[src/rmf_pkg.sv]
package rmf_pkg;

    // Fixed widths of the port fields
    localparam int CFG_DATA_W = 13;
    localparam int CFG_W_W    = 12;
    localparam int CFG_H_W    = 13;
    localparam int OUT_ROW_W  = 12;
    localparam int OUT_COL_W  = 11;

    // Register indexes on the configuration port
    localparam logic CFG_IDX_WIDTH  = 1'b0;
    localparam logic CFG_IDX_HEIGHT = 1'b1;

    // Register reset values
    localparam logic [CFG_W_W-1:0] RESET_WIDTH  = 12'd640;
    localparam logic [CFG_H_W-1:0] RESET_HEIGHT = 13'd480;

    // Input action codes
    localparam logic ACT_PIXEL = 1'b0;
    localparam logic ACT_FLUSH = 1'b1;

    // One BGR pixel, blue in the low byte
    typedef struct packed {
        logic [7:0] red;
        logic [7:0] green;
        logic [7:0] blue;
    } t_pix;

    // Per-transaction decision made when an input is accepted
    typedef struct packed {
        logic                 write;   // pixel enters line buffer and window
        logic                 emit;    // a result leaves for this transaction
        logic                 border;  // result is forced to zero
        logic                 last;    // last result of the frame
        logic [OUT_ROW_W-1:0] row;
        logic [OUT_COL_W-1:0] col;
    } t_dec;

    // Sum of eight bytes divided by 8, round to nearest, ties to even
    function automatic logic [7:0] round_mean8(input logic [10:0] sum);
        logic [7:0] q;
        logic [2:0] rem;
        logic       up;
        q   = sum[10:3];
        rem = sum[2:0];
        up  = (rem > 3'd4) || ((rem == 3'd4) && q[0]);
        return q + {7'd0, up};
    endfunction

endpackage

[src/rmf_window.sv]
module rmf_window (
    input  logic          i_clk,
    input  logic          i_rst_n,
    input  logic          i_shift,
    input  rmf_pkg::t_pix i_top,
    input  rmf_pkg::t_pix i_mid,
    input  rmf_pkg::t_pix i_pix,
    output rmf_pkg::t_pix o_mean
);

    // Window taps: index = row * 3 + column, column 2 is the newest
    rmf_pkg::t_pix r_win [9];
    rmf_pkg::t_pix n_win [9];
    logic [10:0]   sum_b, sum_g, sum_r;

    always_comb begin
        for (int k = 0; k < 9; k++) begin
            n_win[k] = r_win[k];
        end
        if (i_shift) begin
            for (int r = 0; r < 3; r++) begin
                n_win[r*3]     = r_win[r*3 + 1];
                n_win[r*3 + 1] = r_win[r*3 + 2];
            end
            n_win[2] = i_top;
            n_win[5] = i_mid;
            n_win[8] = i_pix;
        end
    end

    // Neighbor sums of the updated window, center tap left out
    always_comb begin
        sum_b = '0;
        sum_g = '0;
        sum_r = '0;
        for (int k = 0; k < 9; k++) begin
            if (k != 4) begin
                sum_b = sum_b + {3'd0, n_win[k].blue};
                sum_g = sum_g + {3'd0, n_win[k].green};
                sum_r = sum_r + {3'd0, n_win[k].red};
            end
        end
        o_mean.blue  = rmf_pkg::round_mean8(sum_b);
        o_mean.green = rmf_pkg::round_mean8(sum_g);
        o_mean.red   = rmf_pkg::round_mean8(sum_r);
    end

    always_ff @(posedge i_clk) begin
        if (!i_rst_n) begin
            for (int k = 0; k < 9; k++) begin
                r_win[k] <= '0;
            end
        end else if (i_shift) begin
            for (int k = 0; k < 9; k++) begin
                r_win[k] <= n_win[k];
            end
        end
    end

endmodule

[config.mk]
export PLATFORM = sky130hd
export DESIGN_NAME = rmf_window
export DESIGN_NICKNAME = d
export VERILOG_FILES = /design/src/rmf_pkg.sv /design/src/rmf_window.sv
export SDC_FILE = /design/constraint.sdc
export NUM_CORES = 1
export LEC_CHECK = 0
export ABC_CLOCK_PERIOD_IN_PS = 13100
export BUFFER_PORTS_ARGS = -buffer_cell sky130_fd_sc_hd__buf_2
export CAP_MARGIN = 15
export CORE_UTILIZATION = 50
export DETAILED_ROUTE_END_ITERATION = 6
export PLACE_DENSITY = 0.77
export SLEW_MARGIN = 25
export SYNTH_ARGS = -nofsm -noshare
export SYNTH_HDL_FRONTEND = slang
export SYNTH_SLANG_ARGS = --single-unit
[constraint.sdc]
create_clock -name i_clk -period 13.1 [get_ports i_clk]
set_input_delay 1.31 -clock i_clk [delete_from_list [all_inputs] [get_ports i_clk]]
set_output_delay 1.31 -clock i_clk [all_outputs]
set_load 0.02 [all_outputs]
==> results.ini, run 1 <==
[status]
status=finished, final reports clean

[final_layout]
multiInputGateArea_um2=7450
top_register=r_win
diodes=0
drive_above_1_share_pct=15.2
seqCellArea_um2=6490
nNetsFinal=1486
areaGrowthSynthToFinish_pct=10.4
reg.largest.list=r_win (216)
mostFrequentLayoutCells=and3_1, edfxtp_1, inv_1, mux2i_1, fa_1
largest_register_ffs=216
fill_cells=2335

[die]
start_util_pct=51.3
rows=62
dieArea_um2=30400
pin_count=99
die_x_um=174
core_um2=28900
fp.dieH_um=174

[cts]
clk_pin_slew_ps=50
cts.sinks=216
htreeDepth=1
clk_latency_ps=510
cts_resized=0
holdBufCountCts=0
cts_setup_buffers=0
root_buffer=clkbuf_16
cts_buffer_depth=3
tritoncts=done
cts_made_buffers=25

[routing]
drtIter0Drc=599
ant_nets=0
routed_via_density=5.34
totalWireLength_um=25900
vias=8718
wl_met1_um=12500
wl_met2_um=12000
wl_met3_um=1090
wl_per_cell_um=15.9
drc_errors=0
drtPass1Iterations=5
top_layer=met5

[critical_path]
critPathBufInv=4
crit_slowest_cell=buf_12
crit_arrival_ps=7410
cpLargestDelayFamily=adder cells
cp_common_cell=fa_1
worstPathMaxFanout=196
critPathKind=in2out
critical_path.startpoint_type=primary input
cpPeakStageDelay_ps=670
critPathRequiredTime_ps=11790
timing.critical_path.to_type=output pin
crit_chain=buf_8 -> buf_12 -> mux2i_1 -> fa_1 -> inv_1 -> fa_1 -> fa_1 -> fa_1 -> ha_1 -> fa_1 -> a211oi_1 -> o21ai_0 -> or4_4 -> nor3_2 -> xnor2_1 -> buf_2

[synthesis]
syn_inst=1172
avgSynthCellArea_um2=12.7
syn-cell-area_um2=14900
ys_ff_latch=216
synth_fp_nets=1424
ys_types=35
yosys_warnings=0
synth-seq-area-share_pct=43.7

[timing]
tightest_slew_ps=1030
finalHoldViolCount=0
min_period_over_period_pct=66.6
max_slew_margin_pct=31.3
slew_violations=0
fin_setup_tns_ps=0
period_needed_ps=8720
rsz0062_at_grt=no
fin_worst_skew_ps=6.37
setup_viol=0
fmax_ghz=0.115

[placed_design]
dpl.hpwl_um=17400
io_buffer_count=98
routabilityCongestion=0.760

[global_route]
first_global_vias=8923
grtUsageTotal_pct=17.4
grt_overflow=0
antenna_found_initial=1
grt_pass1_wl_um=43600
grt_max_degree=197

[hold_path]
hp-class=reg2reg

[flow_run]
maxCapViolations=0

[final cells by class]
class | count | share of cell area [%]
Inverter | 175 | 4.01
Multi-Input combinational cell | 711 | 45.5
Timing Repair Buffer | 105 | 3.61
Tap cell | 384 | 2.93
Sequential cell | 216 | 39.6
Clock inverter | 10 | 0.450
Clock buffer | 32 | 3.98
[cells in the mapped netlist]
master / count / area, um^2
and3_1: 216 / 1350
edfxtp_1: 216 / 6490
inv_1: 175 / 657
mux2i_1: 146 / 1460
fa_1: 141 / 2820
clkbuf_1: 54 / 203
mux2_2: 48 / 541
ha_1: 36 / 450
xnor2_1: 18 / 158
a21oi_1: 17 / 85.1
nor2_1: 17 / 63.8
buf_1: 15 / 56.3
xor2_1: 14 / 123
nand3_1: 7 / 35.0
o21ai_0: 7 / 35.0
o21bai_1: 6 / 45.0
a211oi_1: 5 / 37.5
and2_1: 5 / 31.3
nand2_1: 3 / 11.3
nor3_1: 3 / 15.0
o221ai_1: 3 / 26.3
o22ai_1: 3 / 18.8
o32ai_1: 3 / 26.3
nor4_1: 2 / 12.5
o31ai_1: 2 / 15.0
a211o_1: 1 / 8.76
a311oi_2: 1 / 15.0
and2_2: 1 / 7.51
buf_2: 1 / 5.00
nand2b_1: 1 / 6.26
nor3_2: 1 / 10.0
o211ai_1: 1 / 7.51
or2_1: 1 / 6.26
or3_1: 1 / 6.26
or4_4: 1 / 11.3
[per-stage QoR]
| step | cell area (um^2) | util [%] | hold WS (ps) | setup slack, ps | std cells |
|---|---|---|---|---|---|
| 2_1_floorplan | 14900 | - | 548 | 5250 | 1172 |
| 3_3_place_gp | 15600 | 54.0 | 554 | 4390 | 1590 |
| 3_5_place_dp | 15600 | 54.0 | 570 | 4320 | 1590 |
| 4_1_cts | 16400 | 56.5 | 582 | 4320 | 1632 |
| 5_1_grt | 16400 | 56.7 | 589 | 3900 | 1633 |
| 6_report | 16400 | 56.7 | 580 | 4380 | 1633 |
[kinds of logic (layout without fill, tap and decap cells)]
logic type	Yosys count	in the layout	synth area share, %
adder cells (fa/ha/maj)	177	177	22.0
XOR/XNOR	32	32	1.89
buffers and inverters	245	322	6.20
AND/OR/NAND/NOR	259	259	10.6
multiplexers	194	194	13.5
AO/OA/AOI/OAI	49	49	2.16
flip-flops	216	216	43.7
[path summary, 6_finish.rpt]
path                              startpoint            to  slack (ps)  cells past startpoint
worst max-delay path                 i_shift    o_mean[23]        4380                     16
worst min register to register   r_win[4][4]   r_win[3][4]         580                      1
worst min-delay path             r_win[4][4]   r_win[3][4]         580                      1
worst max register to register  r_win[2][18]  r_win[1][18]       12230                      1
[layer usage]
layer | vias to the layer above | GRT usage (%)
li1 | 4198 | -
met1 | 4351 | 25.3
met2 | 138 | 27.9
met3 | 29 | 2.58
met4 | 2 | 3.47
met5 | - | 0
Power of run 1 is left out: the tool's default activity adds up to more than one toggle a clock period on the data nets, which glitch-free logic cannot reach.
==> inputs of run 2 (changes only) <==
ABC_CLOCK_PERIOD_IN_PS = 7800   (was 13100)
PLACE_DENSITY = 0.79   (was 0.77)
clock period = 7.8 ns   (was 13.1 ns; I/O delays follow)
==> run 2 against run 1 <==
Net effect: clock skew is 2.4 ps higher; first-iteration DRC count is 6.5% lower; global-route usage is 0.72 points higher; clock-buffer cell count is 2 lower.
==> results.ini, run 2 (synthesized netlist as in run 1, its figures left out) <==
[timing]
finalHoldViolCount=0  ; unchanged
tightest_slew_ps=1040  ; was 1030 ps
rsz0062_at_grt=no  ; unchanged
setup_viol=0  ; unchanged
fin_setup_tns_ps=0  ; unchanged
fmax_ghz=0.145
period_needed_ps=6920
fin_worst_skew_ps=8.76  ; was 6.37 ps
slew_violations=0  ; unchanged
max_slew_margin_pct=30.9  ; was 31.3%
min_period_over_period_pct=88.7

[global_route]
grtUsageTotal_pct=18.1  ; was 17.4%
grt_max_degree=127  ; was 197
grt_pass1_wl_um=45300  ; was 43600 um
first_global_vias=9066  ; was 8923
grt_overflow=0  ; unchanged
antenna_found_initial=0  ; was 1

[final_layout]
drive_above_1_share_pct=15.5  ; was 15.2%
largest_register_ffs=216  ; unchanged
mostFrequentLayoutCells=and3_1, edfxtp_1, inv_1, mux2i_1, fa_1  ; unchanged
seqCellArea_um2=6490  ; unchanged
areaGrowthSynthToFinish_pct=11.3  ; was 10.4%
top_register=r_win  ; unchanged
multiInputGateArea_um2=7450  ; unchanged
fill_cells=2335  ; unchanged
nNetsFinal=1488  ; was 1486
reg.largest.list=r_win (216)  ; unchanged
diodes=0  ; unchanged

[cts]
cts.sinks=216  ; unchanged
clk_latency_ps=520  ; was 510 ps
clk_pin_slew_ps=60  ; was 50 ps
htreeDepth=1  ; unchanged
tritoncts=done  ; unchanged
cts_made_buffers=25  ; unchanged
holdBufCountCts=0  ; unchanged
cts_resized=0  ; unchanged
cts_buffer_depth=3  ; unchanged
root_buffer=clkbuf_16  ; unchanged
cts_setup_buffers=0  ; unchanged

[critical_path]
reg2reg_to=r_win[1][8]  ; was r_win[1][18]
critPathKind=in2out  ; unchanged
crit_start=i_shift  ; unchanged
rrSetupSlack_ps=6910  ; was 12230 ps
crit_arrival_ps=6140  ; was 7410 ps
crit_end=o_mean[7]  ; was o_mean[23]
worstPathMaxFanout=86  ; was 196
critPathRequiredTime_ps=7020  ; was 11790 ps
timing.rr.start=r_win[2][8]  ; was r_win[2][18]
timing.critical_path.to_type=output pin  ; unchanged
critical_path.startpoint_type=primary input  ; unchanged
r2r_cells=1  ; unchanged

[die]
core_um2=28900  ; unchanged
fp.dieH_um=174  ; unchanged
die_x_um=174  ; unchanged
pin_count=99  ; unchanged
start_util_pct=51.3  ; unchanged
dieArea_um2=30400  ; unchanged
rows=62  ; unchanged

[routing]
routed_via_density=5.39  ; was 5.34
wl_per_cell_um=16.5  ; was 15.9 um
drtPass1Iterations=4  ; was 5
ant_nets=0  ; unchanged
drtIter0Drc=560  ; was 599
drc_errors=0  ; unchanged
vias=8826  ; was 8718
totalWireLength_um=27000  ; was 25900 um

[flow_run]
maxCapViolations=0  ; unchanged

[placed_design]
io_buffer_count=98  ; unchanged
routabilityCongestion=0.817  ; was 0.760
dpl.hpwl_um=18300  ; was 17400 um

[status]
status=finished, final reports clean  ; unchanged

[hold_path]
hp-class=reg2reg  ; unchanged

## run 2: changes by cell type in the layout (fill, tap and decap cells not counted), sizes merged
cell,previous run,this run
clkinv,8,9
buf,105,107
clkbuf,32,30
bufinv,1,4
## run 2: metrics by stage
stage          area [um^2]  worst slack [ps]  hold slack [ps]  cells  utilization [%]
5_1_grt              16500               539              575   1637             57.1
3_5_place_dp         15700               898              567   1593             54.3
6_report             16500               883              578   1637             57.1
3_3_place_gp         15700               961              559   1593             54.3
4_1_cts              16500               895              571   1637             57.1
2_1_floorplan        14900               480              548   1172                -
## run 2: how the worst min path moves through the flow
stage / startpoint / cells after the start / to
6_report: r_win[4][3] / 1 / r_win[3][3]
5_1_grt: i_top[17] / 2 / r_win[2][17]
4_1_cts: i_top[9] / 2 / r_win[2][9]
3_5_place_dp: r_win[4][3] / 1 / r_win[3][3]
3_3_place_gp: r_win[5][12] / 1 / r_win[4][12]
2_1_floorplan: r_win[4][2] / 1 / r_win[3][2]
## run 2: layout make-up
| cell class | instances | area share (%) |
|---|---|---|
| Clock buffer | 30 | 3.90 |
| Clock inverter | 14 | 1.01 |
| Inverter | 175 | 3.97 |
| Multi-Input combinational cell | 711 | 45.1 |
| Sequential cell | 216 | 39.2 |
| Tap cell | 384 | 2.91 |
| Timing Repair Buffer | 107 | 3.91 |
## run 2: critical path, cell delays in order
cell and delay (ps):
buf_8 400, buf_12 360, mux2_2 400, fa_1 430
inv_1 90, fa_1 440, fa_1 430, inv_1 90
fa_1 430, ha_1 240, fa_1 410, a211oi_1 350
o31ai_1 120, a21oi_1 240, xnor2_1 150, nor4_1 340
xnor2_1 160, buf_2 180
## run 2: routing by layer
| layer | vias to the layer above | routed length [um] | track usage, % |
|---|---|---|---|
| li1 | 4215 | - | - |
| met1 | 4429 | 12600 | 25.9 |
| met2 | 145 | 12900 | 29.5 |
| met4 | 0 | 531 | 4.09 |
| met3 | 37 | 939 | 2.49 |
| met5 | - | 0 | 0 |
Power of run 2 is left out for the same reason.
==> inputs of run 3 (changes only) <==
==> constraint.sdc (replaced) <==
create_clock -name i_clk -period 7.8 [get_ports i_clk]
set_input_delay 0.78 -clock i_clk [delete_from_list [all_inputs] [get_ports i_clk]]
set_output_delay 0.78 -clock i_clk [all_outputs]
set_load 0.01 [all_outputs]
==> run 3 against run 2 <==
Net effect: clock skew up 4.8 ps; critical path type unchanged; via count up 0.32%; largest cell class unchanged; die area unchanged.
==> results.ini, run 3 (synthesized netlist as in run 1, its figures left out) <==
[status]
status=finished, final reports clean  ; unchanged

[global_route]
grt_overflow=0  ; unchanged
first_global_vias=8983  ; was 9066
grt_pass1_wl_um=44100  ; was 45300 um
antenna_found_initial=0  ; unchanged
grt_max_degree=127  ; unchanged
met1_usage_pct=25.4  ; was 25.9%
grt-busiest-layer=met2  ; unchanged
grtUsageTotal_pct=17.6  ; was 18.1%
grt_use_met3_pct=2.43  ; was 2.49%
met2_usage_pct=27.8  ; was 29.5%

[final_layout]
drive_above_1_share_pct=15.4  ; was 15.5%
stdcell_count=1640  ; was 1637
post-route-util_pct=57.1  ; about the same
finalInstanceArea_um2=16500  ; about the same
areaGrowthSynthToFinish_pct=11.3  ; about the same
reg.largest.list=r_win (216)  ; unchanged
largest_register_ffs=216  ; unchanged
top_register=r_win  ; unchanged
nNetsFinal=1490  ; was 1488
diodes=0  ; unchanged
mostFrequentLayoutCells=and3_1, edfxtp_1, inv_1, mux2i_1, fa_1  ; unchanged

[critical_path]
rrSetupSlack_ps=6920  ; was 6910 ps
critPathKind=in2out  ; unchanged
critical_path.startpoint_type=primary input  ; unchanged
cpPeakStageDelay_ps=450  ; was 440 ps
worstPathMaxFanout=86  ; unchanged
critPathRequiredTime_ps=7020  ; about the same
timing.rr.start=r_win[2][8]  ; unchanged
crit_arrival_ps=6100  ; was 6140 ps
cp_common_cell=fa_1  ; unchanged
cpLargestDelayFamily=adder cells  ; unchanged
r2r_cells=1  ; unchanged
crit_chain=buf_8 -> buf_12 -> mux2_2 -> fa_1 -> inv_1 -> fa_1 -> fa_1 -> inv_1 -> fa_1 -> ha_1 -> fa_1 -> a211oi_1 -> nor2_1 -> xnor2_1 -> nand3_1 -> nor4_1 -> xnor2_1 -> buf_2  ; was buf_8 -> buf_12 -> mux2_2 -> fa_1 -> inv_1 -> fa_1 -> fa_1 -> inv_1 -> fa_1 -> ha_1 -> fa_1 -> a211oi_1 -> o31ai_1 -> a21oi_1 -> xnor2_1 -> nor4_1 -> xnor2_1 -> buf_2
reg2reg_to=r_win[1][8]  ; unchanged
crit_slowest_cell=fa_1  ; unchanged
critPathBufInv=5  ; unchanged
timing.critical_path.to_type=output pin  ; unchanged

[timing]
hold_ws_ps=568  ; was 578 ps
setup_viol=0  ; unchanged
fin_setup_tns_ps=0  ; unchanged
slew_violations=0  ; unchanged
rsz0062_at_grt=no  ; unchanged
min_period_over_period_pct=88.2  ; was 88.7%
tightest_slew_ps=854  ; was 1040 ps
fmax_ghz=0.145  ; about the same
max_slew_margin_pct=43.0  ; was 30.9%
fin_worst_skew_ps=13.6  ; was 8.76 ps
finalHoldViolCount=0  ; unchanged
period_needed_ps=6880  ; was 6920 ps

[die]
core_um2=28900  ; unchanged
fp.dieH_um=174  ; unchanged
dieArea_um2=30400  ; unchanged
die_x_um=174  ; unchanged
start_util_pct=51.3  ; unchanged
pin_count=99  ; unchanged
rows=62  ; unchanged

[routing]
vias=8854  ; was 8826
routed_via_density=5.40  ; was 5.39
ant_nets=0  ; unchanged
totalWireLength_um=26300  ; was 27000 um
wl_per_cell_um=16.0  ; was 16.5 um
drc_errors=0  ; unchanged
drtIter0Drc=541  ; was 560
drtPass1Iterations=4  ; unchanged

[placed_design]
dpl.hpwl_um=17900  ; was 18300 um
io_buffer_count=98  ; unchanged
post_dp_cell_area_um2=15700  ; unchanged
dp_cells=1593  ; unchanged
routabilityCongestion=0.817  ; unchanged

[hold_path]
whs_endpoint=r_win[3][3]  ; unchanged
hp-class=reg2reg  ; unchanged
hp-start=r_win[4][3]  ; unchanged
min_path_cells=1  ; unchanged

[cts]
cts.sinks=216  ; unchanged
cts_setup_buffers=0  ; unchanged
tritoncts=done  ; unchanged
cts_made_buffers=26  ; was 25
root_buffer=clkbuf_16  ; unchanged
clk_latency_ps=520  ; about the same
clk_pin_slew_ps=60  ; about the same
cts_resized=0  ; unchanged
cts_buffer_depth=3  ; unchanged
htreeDepth=1  ; unchanged
holdBufCountCts=0  ; unchanged

[power]
vdd_drop_max_uv=925
power.density_nw_per_um2=435
p_leak_nw=8.00

[flow_run]
maxCapViolations=0  ; unchanged

==> run 3: per-stage QoR <==
stage | worst slack [ps] | total power [mW]
2_1_floorplan | 480 | 4.87
3_3_place_gp | 996 | 5.98
3_5_place_dp | 920 | 6.09
4_1_cts | 913 | 7.27
5_1_grt | 574 | 7.88
6_report | 918 | 7.19
==> run 3: layer usage <==
| metal | vias to the layer above | wire, um |
|---|---|---|
| met2 | 174 | 12300 |
| li1 | 4232 | - |
| met1 | 4401 | 12300 |
| met3 | 47 | 1020 |
| met5 | - | 0 |
| met4 | 0 | 656 |
==> run 3: cell type report <==
cell class	count	area [um^2]
Timing Repair Buffer	108	673
Fill cell	2328	12400
Clock buffer	34	702
Inverter	175	657
Tap cell	384	480
Sequential cell	216	6490
Clock inverter	12	76.3
Multi-Input combinational cell	711	7450
==> run 3: worst max-delay path by stage <==
stage,from,slack (ps),endpoint,cells after the start
after floorplan,i_shift,480,r_win[0][0],4
after global placement,i_shift,1000,o_mean[7],18
after detailed placement,i_shift,920,o_mean[7],18
after CTS,i_shift,910,o_mean[7],18
after global routing,i_shift,570,o_mean[7],18
final,i_shift,920,o_mean[7],18
==> run 3: report_power, final <==
group | internal, mW | total (mW) | leakage (nW) | switching, mW
registers | 1.37 | 1.41 | 2.37 | 0.0422
clock network | 0.659 | 1.12 | 0.382 | 0.462
logic | 2.01 | 4.66 | 5.25 | 2.65
total | 4.04 | 7.19 | 8.00 | 3.15
No activity file was read; power rests on OpenSTA's default activity.
