## config.mk

```make
export PLATFORM = sky130hd
export DESIGN_NAME = rmf_ctrl
export DESIGN_NICKNAME = d
export VERILOG_FILES = /design/src/rmf_pkg.sv /design/src/rmf_ctrl.sv
export SDC_FILE = /design/constraint.sdc
export NUM_CORES = 1
export LEC_CHECK = 0
export BUFFER_PORTS_ARGS = -buffer_cell sky130_fd_sc_hd__buf_4
export CAP_MARGIN = 15
export CORE_AREA = 5 5 174 134
export CTS_CLUSTER_SIZE = 28
export DETAILED_ROUTE_END_ITERATION = 7
export DIE_AREA = 0 0 179 139
export GPL_TIMING_DRIVEN = 0
export REMOVE_ABC_BUFFERS = 1
export SLEW_MARGIN = 30
export SYNTH_ARGS = -nofsm -noshare
export SYNTH_HDL_FRONTEND = slang
export SYNTH_SLANG_ARGS = --single-unit
```

## constraint.sdc

```tcl
create_clock -name i_clk -period 9 [get_ports i_clk]
set_input_delay 1.35 -clock i_clk [delete_from_list [all_inputs] [get_ports i_clk]]
set_output_delay 1.35 -clock i_clk [all_outputs]
set_load 0.05 [all_outputs]
```

## src/rmf_pkg.sv

```systemverilog
package rmf_pkg;

    // Fixed widths of the port fields
    localparam int CFG_DATA_W = 13;
    localparam int CFG_W_W    = 12;
    localparam int CFG_H_W    = 13;
    localparam int OUT_ROW_W  = 12;
    localparam int OUT_COL_W  = 11;

    // Register indexes on the configuration port
    localparam logic CFG_IDX_WIDTH  = 1'b0;
    localparam logic CFG_IDX_HEIGHT = 1'b1;

    // Register reset values
    localparam logic [CFG_W_W-1:0] RESET_WIDTH  = 12'd640;
    localparam logic [CFG_H_W-1:0] RESET_HEIGHT = 13'd480;

    // Input action codes
    localparam logic ACT_PIXEL = 1'b0;
    localparam logic ACT_FLUSH = 1'b1;

    // One BGR pixel, blue in the low byte
    typedef struct packed {
        logic [7:0] red;
        logic [7:0] green;
        logic [7:0] blue;
    } t_pix;

    // Per-transaction decision made when an input is accepted
    typedef struct packed {
        logic                 write;   // pixel enters line buffer and window
        logic                 emit;    // a result leaves for this transaction
        logic                 border;  // result is forced to zero
        logic                 last;    // last result of the frame
        logic [OUT_ROW_W-1:0] row;
        logic [OUT_COL_W-1:0] col;
    } t_dec;

    // Sum of eight bytes divided by 8, round to nearest, ties to even
    function automatic logic [7:0] round_mean8(input logic [10:0] sum);
        logic [7:0] q;
        logic [2:0] rem;
        logic       up;
        q   = sum[10:3];
        rem = sum[2:0];
        up  = (rem > 3'd4) || ((rem == 3'd4) && q[0]);
        return q + {7'd0, up};
    endfunction

endpackage

```

## src/rmf_ctrl.sv

```systemverilog
module rmf_ctrl #(
    parameter int MAX_WIDTH  = 2048,
    parameter int MAX_HEIGHT = 4096
) (
    input  logic                            i_clk,
    input  logic                            i_rst_n,
    input  logic                            i_cfg_we,
    input  logic                            i_cfg_idx,
    input  logic [rmf_pkg::CFG_DATA_W-1:0]  i_cfg_data,
    input  logic                            i_accept,
    input  logic                            i_action,
    output rmf_pkg::t_dec                   o_dec,
    output logic [$clog2(MAX_WIDTH)-1:0]    o_col
);

    localparam int CW  = $clog2(MAX_WIDTH);       // input / output column
    localparam int EW  = $clog2(MAX_WIDTH + 1);   // effective width
    localparam int RW  = $clog2(MAX_HEIGHT + 1);  // input row, may reach height
    localparam int ORW = $clog2(MAX_HEIGHT);      // output row

    logic [rmf_pkg::CFG_W_W-1:0] r_cfg_w;
    logic [rmf_pkg::CFG_H_W-1:0] r_cfg_h;
    logic [CW-1:0]  r_in_col,  n_in_col;
    logic [RW-1:0]  r_in_row,  n_in_row;
    logic [CW-1:0]  r_out_col, n_out_col;
    logic [ORW-1:0] r_out_row, n_out_row;
    logic [EW-1:0]  w_eff;
    logic [RW-1:0]  h_eff;
    logic           in_ok, out_col_end, out_row_end;
    rmf_pkg::t_dec  dec;

    // Clamp the registers to the usable range
    always_comb begin
        if (r_cfg_w == '0) begin
            w_eff = EW'(1);
        end else if (32'(r_cfg_w) > 32'(MAX_WIDTH)) begin
            w_eff = EW'(MAX_WIDTH);
        end else begin
            w_eff = EW'(r_cfg_w);
        end
        if (r_cfg_h == '0) begin
            h_eff = RW'(1);
        end else if (32'(r_cfg_h) > 32'(MAX_HEIGHT)) begin
            h_eff = RW'(MAX_HEIGHT);
        end else begin
            h_eff = RW'(r_cfg_h);
        end
    end

    // Decode the pending transaction against the frame counters
    always_comb begin
        in_ok       = (r_in_row < h_eff) && (EW'(r_in_col) < w_eff);
        out_col_end = (EW'(r_out_col) == w_eff - EW'(1));
        out_row_end = (RW'(r_out_row) == h_eff - RW'(1));

        dec        = '0;
        dec.border = (r_out_row == '0) || (r_out_col == '0) || out_row_end || out_col_end;
        dec.last   = out_row_end && out_col_end;
        dec.row    = rmf_pkg::OUT_ROW_W'(r_out_row);
        dec.col    = rmf_pkg::OUT_COL_W'(r_out_col);
        if (i_action == rmf_pkg::ACT_FLUSH) begin
            dec.emit = (r_in_row >= h_eff);
        end else begin
            dec.write = in_ok;
            // the first width+1 pixels of a frame only prime the window
            dec.emit  = in_ok && ((r_in_row >= RW'(2)) ||
                                  ((r_in_row == RW'(1)) && (r_in_col != '0)));
        end
    end

    // Next counter values
    always_comb begin
        n_in_col  = r_in_col;
        n_in_row  = r_in_row;
        n_out_col = r_out_col;
        n_out_row = r_out_row;
        if (dec.write) begin
            if (EW'(r_in_col) == w_eff - EW'(1)) begin
                n_in_col = '0;
                n_in_row = r_in_row + RW'(1);
            end else begin
                n_in_col = r_in_col + CW'(1);
            end
        end
        if (dec.emit) begin
            if (out_col_end) begin
                n_out_col = '0;
                n_out_row = r_out_row + ORW'(1);
            end else begin
                n_out_col = r_out_col + CW'(1);
            end
        end
        if (dec.emit && dec.last) begin
            n_in_col  = '0;
            n_in_row  = '0;
            n_out_col = '0;
            n_out_row = '0;
        end
    end

    always_ff @(posedge i_clk) begin
        if (!i_rst_n) begin
            r_cfg_w   <= rmf_pkg::RESET_WIDTH;
            r_cfg_h   <= rmf_pkg::RESET_HEIGHT;
            r_in_col  <= '0;
            r_in_row  <= '0;
            r_out_col <= '0;
            r_out_row <= '0;
        end else if (i_cfg_we) begin
            // any register write restarts the frame
            unique case (i_cfg_idx)
                rmf_pkg::CFG_IDX_WIDTH:  r_cfg_w <= i_cfg_data[rmf_pkg::CFG_W_W-1:0];
                rmf_pkg::CFG_IDX_HEIGHT: r_cfg_h <= i_cfg_data[rmf_pkg::CFG_H_W-1:0];
                default: ;
            endcase
            r_in_col  <= '0;
            r_in_row  <= '0;
            r_out_col <= '0;
            r_out_row <= '0;
        end else if (i_accept) begin
            r_in_col  <= n_in_col;
            r_in_row  <= n_in_row;
            r_out_col <= n_out_col;
            r_out_row <= n_out_row;
        end
    end

    assign o_dec = dec;
    assign o_col = r_in_col;

endmodule

```

==> results of run 1 <==
[final timing paths]
check	start	endpoint	cells past startpoint
worst max-delay path	r_cfg_h[12]	o_dec[23]	10
worst max register to register	r_cfg_w[11]	r_in_row[5]	13
worst min-delay path	r_cfg_h[0]	r_cfg_h[0]	2
worst min register to register	r_cfg_h[0]	r_cfg_h[0]	2
[report_power, final]
group | switching [mW] | internal, mW
registers | 0.0178 | 0.325
clock network | 0.145 | 0.242
logic | 0.0791 | 0.0550
[stage by stage]
step                      instance area, µm²  utilization [%]  hold slack [ns]  setup slack [ns]
after floorplan                         5639                -           0.4628             4.027
after global placement                  6427            29.78           0.4773             3.273
after detailed placement                6445            29.86           0.4802             3.255
after CTS                               6756            31.31           0.4885             2.871
after global routing                    6756            31.31           0.5077             2.454
final                                   6756            31.31           0.4868             2.778
[synth_stat cells, types with 16 or more instances]
master	count
a21boi_0	21
a21oi_1	43
clkbuf_1	37
dfxtp_1	72
ha_1	35
inv_1	35
nand2_1	107
nand3_1	44
nand4_1	28
nor2_1	37
nor4_1	19
o21ai_0	23
or4_1	16
xnor2_1	23
xor2_1	21
[cell type report]
type,count,share of cell area (%)
clock buffer,10,3.389
timing repair buffer,57,6.333
clock inverter,5,1.222
multi-input combinational,618,60.28
tap,294,5.444
inverter,36,2.000
sequential,72,21.33
[worst register-to-register path: stages, from the launching register on]
cell and delay [ns]:
dfxtp_1 0.83, inv_1 0.43, nand2_1 0.21, ha_1 0.43, or4b_4 0.53, nor4_4 0.22
xnor2_1 0.14, a211o_1 0.30, a2111oi_0 0.35, and4_1 0.57, a32oi_2 0.29, buf_4 0.27
or4_1 0.48, a21oi_1 0.14
[per-layer routing]
metal	GRT usage (%)	wire (µm)
met3	3.025	1258
met5	0	0
met1	23.02	9304
met2	19.05	7024
met4	3.432	213
[placed cells by master (no fill, tap or decap), types with 23 or more instances in the layout]
cell     count
xnor2_1     23
nand3_1     44
o21ai_0     23
buf_4       57
nand4_1     28
ha_1        35
inv_1       35
nand2_1    107
a21oi_1     43
nor2_1      37
dfxtp_1     72
[flip-flops by register name (all words and copies together), names as in the netlist]
register / count
r_in_row: 13
o_col: 11
r_out_col: 11
r_cfg_w: 12
r_out_row: 12
r_cfg_h: 13
[cell families after synthesis]
group | count (synthesis)
and+or+nand+nor | 356
xor gates and xnor gates | 46
buffers and inverters | 87
AOI/OAI and AO/OA | 170
muxes | 11
DFF | 72
adders and majority gates | 35
==> flow_summary.json, run 1 <==
{
  "run_status": "finished clean",
  "rsz0062_at_grt": "false",
  "postCtsResizedCells": 0,
  "antenna_cells": 0,
  "regArea_um2": 1441,
  "path_class": "reg -> out",
  "period_share_pct": 69.13,
  "synth-simple-area-share_pct": 32.96,
  "drt_first_iter_violations": 532,
  "holdCritPathClass": "reg -> reg",
  "critical_path_arrival_ns": 4.87,
  "grt_max_degree": 28,
  "rows": 47,
  "synth_cell_types": 71,
  "vias": 5831,
  "area_delta_synth_final_pct": 15.34,
  "fmax_ghz": 0.1607,
  "start_util_pct": 27.14,
  "root_buffer": "clkbuf_16",
  "yosysSeqAreaShare_pct": 24.60,
  "critPathRequiredTime_ns": 7.65,
  "drtPass1Iterations": 5,
  "cts_buffer_depth": 2,
  "drive_gt1_share_pct": 11.28,
  "setup.worst_path.end_class": "primary output",
  "synth_edf_count": 0,
  "async_flop_share_pct": 0,
  "clk_pin_slew_ns": 0.06,
  "power-per-cell-area_nw_per_um2": 127.7,
  "synth-seq-cells": 72,
  "synth_top_family_by_area": "simple AND/OR/NAND/NOR gates",
  "htreeDepth": 3,
  "synth_top_area_share_pct": 24.60,
  "synthCells": 777,
  "synthFlopType": "dfxtp_1",
  "power.total_mw": 0.8629,
  "critPathMaxStageDelay_ns": 0.73,
  "avgSynthCellArea_um2": 7.539,
  "synthXorXnorAreaFrac_pct": 7.347,
  "ctsHoldBuffers": 0,
  "syn_area_um2": 5858,
  "hold_viol_final": 0,
  "place_congestion": 0.9389,
  "worstSkewPairLatency_ns": 0.35,
  "dp_cells": 1077,
  "fp.coreArea_um2": 21580,
  "finalSetupViolations": 0,
  "grt.total_usage_pct": 14.35,
  "r2r_slack_ns": 3.74,
  "viasPerCell": 5.340,
  "cts_tree": "done",
  "leakagePower_nw": 2.599,
  "synth_area_leaders": "dfxtp_1 25%, ha_1 7.5%, nand2_1 6.9%, nand3_1 3.8%, a21oi_1 3.7%",
  "port-buffer-count": 56,
  "tns_ns": 0,
  "cts_buffers": 9,
  "worst_slew_pin_slew_ns": 0.8032,
  "grt-ovfl-total": 0,
  "critPathTopFamily": "simple AND/OR/NAND/NOR gates",
  "maxCapViolations": 0,
  "final_cell_count_no_fill": 1092,
  "cts_sinks": 72,
  "crit_path_top_delay_cell": "dfxtp_1",
  "antenna_found_initial": 0,
  "postCtsSetupRepairBufs": 0,
  "wl_um": 17800,
  "max_slew_margin_pct": 46.45,
  "synth_warnings": 0,
  "yosysTopAreaCell": "dfxtp_1",
  "die_h_um": 139,
  "drc": 0,
  "grt_pass1_vias": 5202,
  "avgRoutedWirePerCell_um": 16.30,
  "synthMuxAreaShare_pct": 1.901,
  "dp_hpwl_um": 13510,
  "crit_chain": "clkinv_1 -> o21ai_0 -> ha_1 -> nor4b_1 -> a21oi_1 -> or4b_1 -> nand2_1 -> and4_1 -> and2_1 -> buf_4",
  "setup.worst_path.start_class": "register",
  "crit_fanout": 19,
  "fin_crit_ns": 6.222,
  "multiInputGateArea_um2": 4073,
  "crit_buf_inv": 2,
  "synth_compound_area_share_pct": 19.67,
  "postRouteAntennaNets": 0,
  "nFillCells": 2320,
  "finalMaxSlewViolations": 0,
  "grt_pass1_wl_um": 28910,
  "die_w_um": 179,
  "peakVddDrop_mv": 0.08825,
  "pin_count": 57,
  "synth_adder_area_share_pct": 7.475,
  "nets": 848,
  "finalClockSkew_ns": 0.007088,
  "die_area_um2": 24880
}
No activity file was read; power rests on OpenSTA's default activity.
==> run 2: changes to the inputs <==
- ABC_AREA: unset -> 1
- CORE_AREA: 5 5 174 134 -> 5 5 175 135
- DIE_AREA: 0 0 179 139 -> 0 0 180 140
- clock period: 9 -> 6.5 ns (I/O delays scaled with it)
==> run 2 against run 1 <==
Against the previous run:
- die area grew 1.3%
- highest routed layer unchanged
- non-clock buffer count shrank 1
- largest power group unchanged
- hold slack worse by 0.0053 ns
==> flow_summary.json, run 2 <==
{
  "period_share_pct": 72.21,
  "nets": 1063,
  "postCtsSetupRepairBufs": 0,
  "drive_gt1_share_pct": 12.52,
  "synthFlopType": "dfxtp_1",
  "final_cell_mix": "230 x nand2_1, 134 x nor2_1, 115 x inv_1",
  "max_slew_margin_pct": 48.08,
  "avgRoutedWirePerCell_um": 14.99,
  "finalClockSkew_ns": 0.01370,
  "setup.worst_path.start_class": "register",
  "drt_first_iter_violations": 535,
  "hold_viol_final": 0,
  "swShare_pct": 33.60,
  "grt_pass1_vias": 5648,
  "yosysTopAreaCell": "dfxtp_1",
  "path_class": "reg -> out",
  "antenna_cells": 0,
  "avgSynthCellArea_um2": 6.182,
  "r2r_slack_ns": 2.25,
  "worstSkewPairLatency_ns": 0.34,
  "p_switching_mw": 0.4223,
  "htreeDepth": 3,
  "grt_max_degree": 27,
  "crit_fanout": 7,
  "nFillCells": 2406,
  "met1_length_um": 10610,
  "postLayoutSetupSlackWorst_ns": 1.806,
  "mostFrequentLayoutCell": "nand2_1",
  "synth_top_area_share_pct": 24.26,
  "pin_count": 57,
  "fp.coreArea_um2": 21700,
  "postCtsResizedCells": 0,
  "drc": 0,
  "fin_crit_ns": 4.694,
  "synthTopCellsByCount": "230 x nand2_1, 135 x nor2_1, 115 x inv_1",
  "port-buffer-count": 56,
  "postRouteAntennaNets": 0,
  "cts_sinks": 72,
  "run_status": "finished clean",
  "r2r-end": "r_out_row[7]",
  "clk_pin_slew_ns": 0.07,
  "reg2reg_from": "r_cfg_h[7]",
  "die_h_um": 140,
  "critPathRequiredTime_ns": 5.52,
  "antenna_found_initial": 0,
  "post-place-ws_ns": 2.293,
  "finalSetupViolations": 0,
  "synth-seq-cells": 72,
  "ctsHoldBuffers": 0,
  "yosysSeqAreaShare_pct": 24.26,
  "start_util_pct": 27.38,
  "leakagePower_nw": 3.034,
  "grt-ovfl-total": 0,
  "synth_warnings": 0,
  "power_frac_seq_pct": 37.3,
  "reg_top3": "r_cfg_h x13, r_in_row x13",
  "cts_buffers": 9,
  "viasPerCell": 4.866,
  "root_buffer": "clkbuf_16",
  "drtPass1Iterations": 5,
  "synthCells": 961,
  "clkPwrFrac_pct": 41.3,
  "area_delta_synth_final_pct": 16.26,
  "yosysMostFrequentCell": "nand2_1",
  "p_int_mw": 0.8345,
  "synth_edf_count": 0,
  "combPwrFrac_pct": 21.4,
  "place_congestion": 0.9220,
  "reg2reg_depth": 24,
  "holdCritPathClass": "reg -> reg",
  "finalMaxSlewViolations": 0,
  "fmax_ghz": 0.2131,
  "maxCapViolations": 0,
  "critical_path_arrival_ns": 3.72,
  "synth_cell_types": 42,
  "die_w_um": 180,
  "rsz0062_at_grt": "false",
  "dp_hpwl_um": 15940,
  "met2_length_um": 6995,
  "synth_area_leaders": "dfxtp_1 24%, nand2_1 15%, nand3_1 8.7%, nor2_1 8.5%, ha_1 7.4%",
  "worst_slew_pin_slew_ns": 0.7736,
  "routed.top_layer": "met4",
  "hold_slack_ns": 0.4816,
  "power.total_mw": 1.257,
  "die_area_um2": 25200,
  "cts_buffer_depth": 2,
  "cts_tree": "done",
  "crit_start": "r_cfg_w[4]",
  "grt_pass1_wl_um": 30950,
  "async_flop_share_pct": 0,
  "syn_area_um2": 5941,
  "setup.worst_path.end_class": "primary output",
  "tns_ns": 0,
  "crit_end": "o_dec[23]",
  "power-per-cell-area_nw_per_um2": 182.0,
  "rows": 47,
  "peakVddDrop_mv": 0.1374,
  "met3RoutedLength_um": 1863,
  "vias": 6365,
  "grt.total_usage_pct": 15.21,
  "wl_um": 19600
}
==> run 2: cell types whose count changed after synthesis, sizes merged, moves of 12 or more <==
cell / change
inv: +91
o21ai: +18
xnor2: -23
a21boi: -21
or4: -16
nand3: +69
nand2: +139
nor2: +113
clkbuf: -27
nor4: -12
or3: -14
and3: -14
==> run 2: worst max-delay path: stages, from the launching register on <==
cell and delay, ns:
dfxtp_1 0.43, nor2_2 0.18, nand2_1 0.06, nor2_1 0.11, nand2_2 0.10, nand2_4 0.12, inv_1 0.05, ha_1 0.20
nand2_1 0.12, inv_2 0.09, nor2_1 0.29, xor2_1 0.11, nor2_1 0.25, nand2_1 0.10, nor2_2 0.11, nand3_1 0.07
nor2_1 0.08, nand2_1 0.10, nor4_1 0.50, buf_4 0.30
==> run 2: how the worst min path moves through the flow <==
stage,startpoint,endpoint,slack [ns],cells after the start
floorplan,r_cfg_h[0],r_cfg_h[0],0.44,2
global placement,r_cfg_h[0],r_cfg_h[0],0.47,2
detailed placement,r_cfg_h[0],r_cfg_h[0],0.47,2
CTS,r_cfg_h[0],r_cfg_h[0],0.48,2
global route,r_cfg_w[2],r_cfg_w[2],0.53,2
finish,r_cfg_h[0],r_cfg_h[0],0.48,2
==> run 2: kinds of logic (layout without fill, tap and decap cells) <==
| logic type | count (synthesis) | count (layout) | share of synthesized area, % |
|---|---|---|---|
| compound gates | 108 | 108 | 10.24 |
| xor+xnor | 25 | 25 | 3.686 |
| fa+ha+maj | 35 | 35 | 7.372 |
| buf+inv | 146 | 199 | 10.19 |
| flops | 72 | 72 | 24.26 |
| simple gates | 575 | 575 | 44.25 |
==> run 2: final cells by class <==
cell class,count,area (µm²),area share (%)
Inverter,127,481.7,6.975
Tap cell,294,367.9,5.326
Multi-Input combinational cell,743,3896,56.41
Timing Repair Buffer,56,420.4,6.087
Clock inverter,6,70.07,1.014
Sequential cell,72,1441,20.87
Clock buffer,10,229.0,3.315
==> run 2: routing by layer <==
layer  up-vias  GRT usage (%)
li1       3227              -
met1      2903          24.79
met2       224          19.35
met3        11          4.406
met4         0          2.325
met5         -              0
==> run 2: power groups by stage <==
stage	sequential [mW]	clock [mW]	combinational [mW]
global route	0.470	0.544	0.303
detailed placement	0.478	0	0.262
global placement	0.478	0	0.262
finish	0.469	0.519	0.269
floorplan	0.473	0	0.190
CTS	0.468	0.530	0.264
==> run 2: metrics by stage <==
step                      instance area (µm²)  std cells  utilization (%)
final                                    6907       1308            31.83
after global routing                     6907       1308            31.83
after CTS                                6904       1308            31.82
after detailed placement                 6605       1292            30.44
after global placement                   6605       1292            30.44
after floorplan                          5817        942                -
==> run 3: changes to the inputs <==
- clock period: 6.5 -> 4.1 ns (I/O delays scaled with it)
==> run 3 against run 2 <==
Against the previous run:
- clock-buffer cell count is the same
- wire length is the same
- sequential power rose by 58%
- final area is 1.3% higher
- total power up 59%
- combinational power up 62%
- global-route usage stayed put
- sequential share of layout area decreased by 0.24 points
- register-to-register slack got worse by 1.9 ns
- critical path depth stayed put
- critical path type unchanged
- largest cell class unchanged
==> flow_summary.json, run 3 (synthesis gave the netlist of run 2 again) <==
{
  "crit_buf_inv": 5,
  "drt_first_iter_violations": 528,
  "finalClockSkew_ns": 0.01130,
  "grt.total_usage_pct": 15.21,
  "crit_fanout": 10,
  "root_buffer": "clkbuf_16",
  "drtPass1Iterations": 5,
  "fin_crit_ns": 3.821,
  "grt_pass1_vias": 5629,
  "wl_um": 19600,
  "worstSkewPairLatency_ns": 0.34,
  "hold_slack_ns": 0.4797,
  "cts_buffer_depth": 2,
  "rsz0062_at_grt": "false",
  "antenna_found_initial": 0,
  "critPathRequiredTime_ns": 3.48,
  "nets": 1065,
  "drive_gt1_share_pct": 13.68,
  "critical_path_arrival_ns": 3.21,
  "r2r_slack_ns": 0.31,
  "antenna_cells": 0,
  "drc": 0,
  "start_util_pct": 27.38,
  "area_delta_synth_final_pct": 17.73,
  "leakagePower_nw": 3.057,
  "setup.worst_path.start_class": "register",
  "final_cell_mix": "226 x nand2_1, 132 x nor2_1, 114 x inv_1",
  "holdCritPathClass": "reg -> reg",
  "viasPerCell": 4.844,
  "port-buffer-count": 56,
  "power-per-cell-area_nw_per_um2": 286.2,
  "run_status": "finished clean",
  "mostFrequentLayoutCell": "nand2_1",
  "finalMaxSlewViolations": 0,
  "cts_tree": "done",
  "path_class": "reg -> out",
  "crit_path_top_delay_cell": "dfxtp_1",
  "max_slew_margin_pct": 47.83,
  "fmax_ghz": 0.2617,
  "avgRoutedWirePerCell_um": 14.96,
  "cts_buffers": 9,
  "crit_top_cell": "nand2_1",
  "fp.coreArea_um2": 21700,
  "rows": 47,
  "utilization_pct": 32.23,
  "die_w_um": 180,
  "crit_chain": "inv_1 -> nand2_1 -> nor2_1 -> nand2_2 -> nand2_4 -> inv_6 -> nor2_4 -> inv_2 -> ha_1 -> a21oi_1 -> o21ai_0 -> nand2_1 -> o2111ai_1 -> nor2_1 -> nand2_1 -> inv_1 -> nand2_1 -> nand2_2 -> buf_4",
  "finalSetupViolations": 0,
  "peakVddDrop_mv": 0.2161,
  "period_share_pct": 93.20,
  "post-place-ws_ns": -0.08742,
  "vias": 6346,
  "clk_pin_slew_ns": 0.07,
  "grt-ovfl-total": 0,
  "ctsHoldBuffers": 0,
  "postLayoutSetupSlackWorst_ns": 0.2787,
  "maxCapViolations": 0,
  "die_h_um": 140,
  "critPathTopFamily": "simple AND/OR/NAND/NOR gates",
  "postRouteAntennaNets": 0,
  "grt_pass1_wl_um": 30950,
  "critPathMaxStageDelay_ns": 0.35,
  "reg_top3": "r_cfg_h x13, r_in_row x13",
  "pin_count": 57,
  "worst_slew_pin_slew_ns": 0.7773,
  "dp_hpwl_um": 15940,
  "die_area_um2": 25200,
  "cts_sinks": 72,
  "place_congestion": 0.9220,
  "grt_max_degree": 27,
  "hold_viol_final": 0,
  "setup.worst_path.end_class": "primary output",
  "htreeDepth": 3
}
## run 3: stage by stage
| stage | power [mW] | setup TNS, ns | area, µm² | std cells |
|---|---|---|---|---|
| 2_1_floorplan | 1.052 | -0.03751 | 5817 | 942 |
| 3_3_place_gp | 1.172 | -0.4826 | 6605 | 1292 |
| 3_5_place_dp | 1.173 | -0.5540 | 6605 | 1292 |
| 4_1_cts | 2.002 | 0 | 6934 | 1310 |
| 5_1_grt | 2.099 | 0 | 6994 | 1310 |
| 6_report | 2.002 | 0 | 6994 | 1310 |
## run 3: final timing paths
| path | startpoint | endpoint | cells after the start |
|---|---|---|---|
| worst min-delay path | r_cfg_h[0] | r_cfg_h[0] | 2 |
| worst max register to register | r_cfg_w[7] | r_in_row[1] | 25 |
| worst max-delay path | r_cfg_w[7] | o_dec[25] | 19 |
| worst min register to register | r_cfg_h[0] | r_cfg_h[0] | 2 |
## run 3: final cells by class
| cell class | count | area, µm² |
|---|---|---|
| sequential | 72 | 1443 |
| tap | 294 | 367.9 |
| multi-input combinational | 743 | 3958 |
| timing repair buffer | 58 | 439.2 |
| fill | 2404 | 14710 |
| clock inverter | 6 | 70.07 |
| inverter | 127 | 488.0 |
| clock buffer | 10 | 229.0 |
## run 3: power breakdown
part	total (mW)	internal [mW]	switching [mW]
clock network	0.822	0.474	0.348
registers	0.743	0.717	0.0269
logic	0.436	0.137	0.299
## run 3: worst register-to-register path, cell delays in order, from the launching register on
cell,delay [ns]
dfxtp_1,0.35
inv_1,0.20
nand2_1,0.07
nor2_1,0.11
nand2_2,0.09
nand2_4,0.16
inv_6,0.07
nor2_4,0.13
inv_2,0.06
ha_1,0.29
a21oi_1,0.14
o21ai_0,0.11
nand2_1,0.08
o2111ai_1,0.14
nor2_1,0.12
nand2_1,0.10
inv_1,0.15
nand2_1,0.08
nand2_2,0.16
nand2_4,0.13
inv_4,0.15
nand3_2,0.16
nand2_8,0.21
nand2_1,0.16
nand2_1,0.14
o22ai_1,0.08
## run 3: per-layer routing
metal	wire length [µm]	up-vias	GRT usage [%]
met3	1723	13	4.381
li1	-	3236	-
met1	10760	2895	24.87
met4	131	0	2.204
met2	6988	202	19.33
met5	0	-	0
## run 3: what timing repair did
item / in CTS / in global routing
gates resized for setup: 4 / 13
buffers inserted: 2 / 0
pin swaps: 0 / 1
setup endpoints to repair: 21 / 42
